## src/design/assert_macros.svh

```systemverilog
// assertion macros for the value noise top level
`ifndef ASSERT_MACROS_SVH
`define ASSERT_MACROS_SVH

// same-cycle implication, checked at every rising edge outside reset
`define ASSERT_IMPLIES(label, clk, rst_n, ante, cons) \
    label: assert property (@(posedge clk) disable iff (!rst_n) (ante) |-> (cons)) \
        else $error("assertion failed: label");

// next-cycle implication, checked at every rising edge outside reset
`define ASSERT_NEXT(label, clk, rst_n, ante, cons) \
    label: assert property (@(posedge clk) disable iff (!rst_n) (ante) |=> (cons)) \
        else $error("assertion failed: label");

`endif

```

## src/design/vn2d_pkg.sv

```systemverilog
// shared constants and helpers for the 2d value noise unit
package vn2d_pkg;

    localparam int FRAC_BITS_DEFAULT = 16;

    localparam logic [31:0] HASH_MUL_X   = 32'd374761393;
    localparam logic [31:0] HASH_MUL_Z   = 32'd668265263;
    localparam logic [31:0] HASH_MUL_MIX = 32'd1274126177;
    localparam logic [23:0] VALUE_MASK   = 24'hffffff;
    localparam int          HASH_SHIFT_A = 13;
    localparam int          HASH_SHIFT_B = 16;

    // 1.0 in q1.16 and 3.0 in q2.16 for the smoothstep
    localparam logic [16:0] ONE_Q16   = 17'h10000;
    localparam logic [17:0] THREE_Q16 = 18'h30000;

    // truncating linear blend of two 24-bit values by a q0.16 weight
    function automatic logic [23:0] blend(input logic [23:0] p, input logic [23:0] q,
                                          input logic [15:0] s);
        logic [40:0] acc;
        acc = 41'(p) * 41'(ONE_Q16 - 17'(s)) + 41'(q) * 41'(s);
        return acc[39:16];
    endfunction

endpackage

```

## src/design/vn2d_fade.sv

```systemverilog
// two-stage smoothstep fade 3t^2 - 2t^3 in q0.16
module vn2d_fade (
    input  logic        clk,
    input  logic [15:0] t,
    output logic [15:0] s
);
    import vn2d_pkg::*;

    logic [31:0] t2_reg;
    logic [15:0] t_reg;
    logic [17:0] slope;
    logic [33:0] prod;
    logic [15:0] s_reg;

    // stage a: square
    always_ff @(posedge clk)
    begin
        t2_reg <= 32'(t) * 32'(t);
        t_reg  <= t;
    end

    // stage b: floor(t^2) times (3 - 2t)
    assign slope = THREE_Q16 - {1'b0, t_reg, 1'b0};
    assign prod  = 34'(t2_reg[31:16]) * 34'(slope);

    always_ff @(posedge clk)
    begin
        s_reg <= prod[31:16];
    end

    assign s = s_reg;

endmodule

```

## config.mk

```make
export PLATFORM = sky130hd
export DESIGN_NAME = vn2d_fade
export DESIGN_NICKNAME = d
export VERILOG_FILES = /design/src/design/assert_macros.svh /design/src/design/vn2d_pkg.sv /design/src/design/vn2d_fade.sv
export SDC_FILE = /design/constraint.sdc
export NUM_CORES = 1
export LEC_CHECK = 0
export BUFFER_PORTS_ARGS = -buffer_cell sky130_fd_sc_hd__buf_2
export CORE_ASPECT_RATIO = 1.4
export CORE_MARGIN = 5
export CORE_UTILIZATION = 44
export CTS_CLUSTER_SIZE = 12
export DETAILED_ROUTE_END_ITERATION = 10
export GPL_TIMING_DRIVEN = 0
export PLACE_DENSITY = 0.59
export SKIP_LAST_GASP = 1
export SLEW_MARGIN = 30
export SYNTH_ARGS = -nofsm -noshare
export SYNTH_HDL_FRONTEND = slang
export SYNTH_SLANG_ARGS = --single-unit
```

## constraint.sdc

```tcl
create_clock -name clk -period 7.95 [get_ports clk]
set_input_delay 0 -clock clk [delete_from_list [all_inputs] [get_ports clk]]
set_output_delay 0 -clock clk [all_outputs]
set_load 0.02 [all_outputs]
```

# Yosys cells after proc, flatten, opt, wreduce, memory -nomap -nowiden
# Index checks and enable logic that the tools add are counted.
word_totals:
  regBits: 64
  inputBits: 17
  output_inout_bits: 16
  word_cells: 6
classes:
  n_addsub: 1
  mul: 2
ops:
  columns: ["operator", "n"]
  rows:
  - ["multiplier 16 x 16 -> 32 bit", 1]
  - ["multiplier 16 x 18 -> 32 bit", 1]
  - ["subtractor 18 x 17 -> 18 bit, first input constant", 1]

# Logic depth before layout (Yosys ltp)
logic_depth:
  word_depth: 2
  depth_mapped: 28
  mapped_depth_nobuf: 26

# Least setup slack after synthesis
# Ideal clock, no wire load.
synth_path:
  kind: "reg2reg"
  from: "register t_reg[0]"
  to: "register s_reg[14] (netlist: s[14])"
  setup_ns: 0.072
  arrival_ns: 6.703
  t_required_ns: 7.878
  slack_ns: 1.175
  path_stages_with_launch: 27
  path_buffers: 2
  period_less_slack_ns: 6.775
  cell_sequence: "dfxtp_1 > clkbuf_1 > inv_1 > ha_1 > nand3_1 > or4_1 > xor2_1 > clkbuf_1 > nand2_1 > fa_1 > fa_1 > inv_1 > fa_1 > fa_1 > fa_1 > inv_1 > fa_1 > inv_1 > ha_1 > a21o_1 > a21o_1 > a211o_1 > a21oi_1 > o31ai_2 > a211o_1 > a21oi_2 > xnor2_1"
synth_via:
  elab_chain_len: 2
synth_lines:
  columns: ["item", "line_no", "rtl"]
  rows:
  - ["start, declared", "vn2d_fade.sv:10", "logic [15:0] t_reg;"]
  - ["start signal, assigned", "vn2d_fade.sv:19", "t_reg <= t;"]
  - ["subtractor 18 x 17 -> 18 bit", "vn2d_fade.sv:23", "assign slope = THREE_Q16 - {1'b0, t_reg, 1'b0};"]
  - ["multiplier 16 x 18 -> 32 bit", "vn2d_fade.sv:24", "assign prod = 34'(t2_reg[31:16]) * 34'(slope);"]
  - ["named net prod[30]", "vn2d_fade.sv:12", "logic [33:0] prod;"]
  - ["end signal, assigned", "vn2d_fade.sv:28", "s_reg <= prod[31:16];"]
  - ["end, declared", "vn2d_fade.sv:13", "logic [15:0] s_reg;"]
# The timed path passes the listed nets, and every way through them passes these cells.

# Worst setup path in the final report
layout_path:
  from: "register t_reg[5]"
  to: "register s_reg[14] (netlist: s[14])"
# Same word-level chain as after synthesis.

==> impl_metrics.yaml <==
final_layout:
  fin_nets: 2401
  syn2layout_area_growth_pct: 7.211
  fillers: 3566
  multi_input_area_um2: 13470
  regArea_um2: 960.9
  diodes: 0
  final_area_um2: 17470
  layout-drive-gt1-share_pct: 3.950
  fin_cells: 2290
place:
  io_buffers: 32
  placed_cells: 2266
  postPlaceCellArea_um2: 17040
  dp_hpwl_um: 33620
  place_congestion: 0.8651
timing:
  post-route-min-period_ns: 7.571
  finalClockSkew_ns: 0.01414
  worst_slew_pin_slew_ns: 0.8109
  final-hold-violation-count: 0
  maxSlewHeadroom_pct: 45.55
  max_freq_mhz: 132.1
  finalSetupViolations: 0
  period_share_pct: 95.23
  rsz0062_at_grt: "true"
  slew_viol_final: 0
cts:
  clk_path_buf_depth: 2
  clkLatencyLatePin_ns: 0.31
  cts_tree: "built"
  cts_max_level: 2
  clk_pin_slew_ns: 0.07
  cts_root_buffer: "clkbuf_16"
  cts_buffers: 5
  cts_num_sinks: 48
global_routing:
  grt.total_usage_pct: 19.44
  use_met2_pct: 36.54
  grt_first_pass_wirelength_um: 64550
  grt.busiest_layer: "met2"
  met1_usage_pct: 22.39
  grt_overflow: 0
  grt_pass1_vias: 12893
  grt_antenna_before_repair: 0
  grt_max_degree: 15
  grt_use_met3_pct: 1.973
synthesis:
  ys.flop_type: "dfxtp_1"
  syn_nets: 2345
  synth_top_cell_by_area: "fa_1"
  async_flop_share_pct: 0
  ys_seq_elements: 48
  synth_cells: 1767
  yosysSeqAreaShare_pct: 5.897
  syn_area_um2: 16290
  synth_edf_count: 0
  synth_top_area_share_pct: 45.46
  ys_top_cells_by_area: "fa_1 45%, ha_1 15%, inv_1 11%"
  syn_area_per_cell_um2: 9.221
  ys_warn_count: 0
  yosysUniqueCellTypes: 53
floorplan:
  die_h_um: 237.7
  num_rows: 83
  initial_core_util_pct: 44.45
  die_x_um: 172.6
  io_pins: 33
  dieArea_um2: 41040
  coreArea_um2: 36660
drt:
  drt_first_pass_iters: 4
  ant_nets: 0
  drt_iter0_drc: 419
  route.detailed.drc: 0
  drt_wl_total_um: 38140
  drt-wirelength-per-cell_um: 16.66
  via_per_inst: 4.979
  vias: 11401
min_path:
  hold-path-endpoint: "t_reg[1]"
  hold_path_startpoint: "t[1]"
  whs_path_depth: 2
  min_path_type: "input pin to flop"
setup_path:
  crit_chain: "nor4_2, and3_1, nand2_1, xor2_1, clkbuf_1, nand2_1, fa_1, fa_1, inv_1, fa_1, fa_1, fa_1, inv_1, fa_1, inv_1, ha_1, a21oi_1, nor2_1, a211o_1, a21oi_1, o31ai_4, a211o_1, a21oi_2, xnor2_1"
  r2r_slack_ns: 0.38
  endpoint_kind: "flop"
  cpMostUsedCell: "fa_1"
  slowest_stage: "clkbuf_1"
  rr_worst_depth: 24
  path_class: "flop to flop"
  start_kind: "flop"
  required_ns: 8.19
  worstPathArrival_ns: 7.81
  rr_endpoint: "s[14]"
  max_stage_delay_ns: 0.64
  crit_fanout: 10
  rr_startpoint: "t_reg[5]"
run:
  cap_viol_max_count: 0
outcome:
  outcome: "finished, final reports clean"
## cells in the final DEF, fill, tap and decap left out, types with 6 or more instances in the layout
master / Yosys / final
dlygate4sd3_1: 0 / 16
nor2_1: 40 / 40
nor3_1: 13 / 13
clkbuf_1: 51 / 43
xor2_1: 21 / 17
nand4_1: 6 / 6
ha_1: 191 / 191
buf_2: 0 / 33
a21o_1: 11 / 11
nand3_1: 10 / 9
dfxtp_1: 48 / 48
fa_1: 370 / 370
a21oi_1: 31 / 31
inv_1: 469 / 469
o21ai_0: 14 / 14
nand2_1: 206 / 206
xnor2_1: 38 / 36
and2_1: 185 / 185
## worst max path at each step
stage                  start  endpoint  slack, ns  cells past startpoint
global placement    t_reg[0]     s[14]      -0.58                     25
floorplan           t_reg[0]     s[14]       1.17                     26
CTS                 t_reg[0]     s[14]       0.01                     25
global route        t_reg[0]     s[14]      -0.05                     25
finish              t_reg[5]     s[14]       0.38                     24
detailed placement  t_reg[0]     s[14]      -0.66                     25
## logic make-up (layout without fill, tap and decap cells)
| group | count (synthesis) | count (layout) | share of synthesized area (%) |
|---|---|---|---|
| AO/OA/AOI/OAI | 89 | 89 | 3.809 |
| flip-flops | 48 | 48 | 5.897 |
| XOR/XNOR | 59 | 59 | 3.171 |
| multiplexers | 1 | 1 | 0.06910 |
| AND/OR/NAND/NOR | 487 | 487 | 14.90 |
| adder cells (fa/ha/maj) | 561 | 561 | 60.12 |
| buffers and inverters | 522 | 578 | 12.02 |
## per-layer routing
metal | up-vias | wire length, um
li1 | 5287 | -
met1 | 5748 | 14750
met2 | 262 | 20250
met3 | 104 | 1288
met4 | 0 | 1856
met5 | - | 0
## cells in the mapped netlist, types with 10 or more instances
master    count
nor2_1       40
fa_1        370
clkbuf_1     51
xor2_1       21
nand3_1      10
nand2_1     206
a21o_1       11
xnor2_1      38
and2_1      185
dfxtp_1      48
o21ai_0      14
ha_1        191
nor3_1       13
inv_1       469
a21oi_1      31
## worst max-delay path, delay by kind of cell (launching register included)
| kind | cells | cell delay, ns |
|---|---|---|
| AOI/OAI and AO/OA | 6 | 1.41 |
| xor gates and xnor gates | 2 | 0.56 |
| adders and majority gates | 7 | 3.35 |
| buffers and inverters | 4 | 0.78 |
| DFF | 1 | 0.34 |
| and+or+nand+nor | 5 | 1.05 |
## repair_timing
item | CTS | global route
pin swaps | 0 | 0
hold buffers | 16 | 0
hold endpoints to repair | 16 | 0
resized for setup | 10 | 19
buffers inserted | 0 | 1
setup endpoints to repair | 12 | 11
cloned | 0 | 0
## metrics by stage
step	setup TNS, ns	setup WS [ns]	util (%)	hold slack [ns]
global route	-0.05359	-0.05359	47.65	0.3854
detailed placement	-3.977	-0.6643	46.48	0.1552
floorplan	0	1.175	-	0.02772
CTS	0	0.009774	47.40	0.3723
finish	0	0.3790	47.65	0.3856
global placement	-2.999	-0.5804	46.48	0.1667
## cell type report
cell class / instances / area share, %
buffer: 53 / 1.225
multi-input combinational: 1197 / 77.13
inverter: 469 / 10.08
clock inverter: 1 / 0.05014
tap: 467 / 3.345
clock buffer: 6 / 0.7950
timing repair buffer: 49 / 1.877
sequential: 48 / 5.501
Power is left out: the tool's default activity adds up to more than one toggle a clock period on the data nets, which glitch-free logic cannot reach.
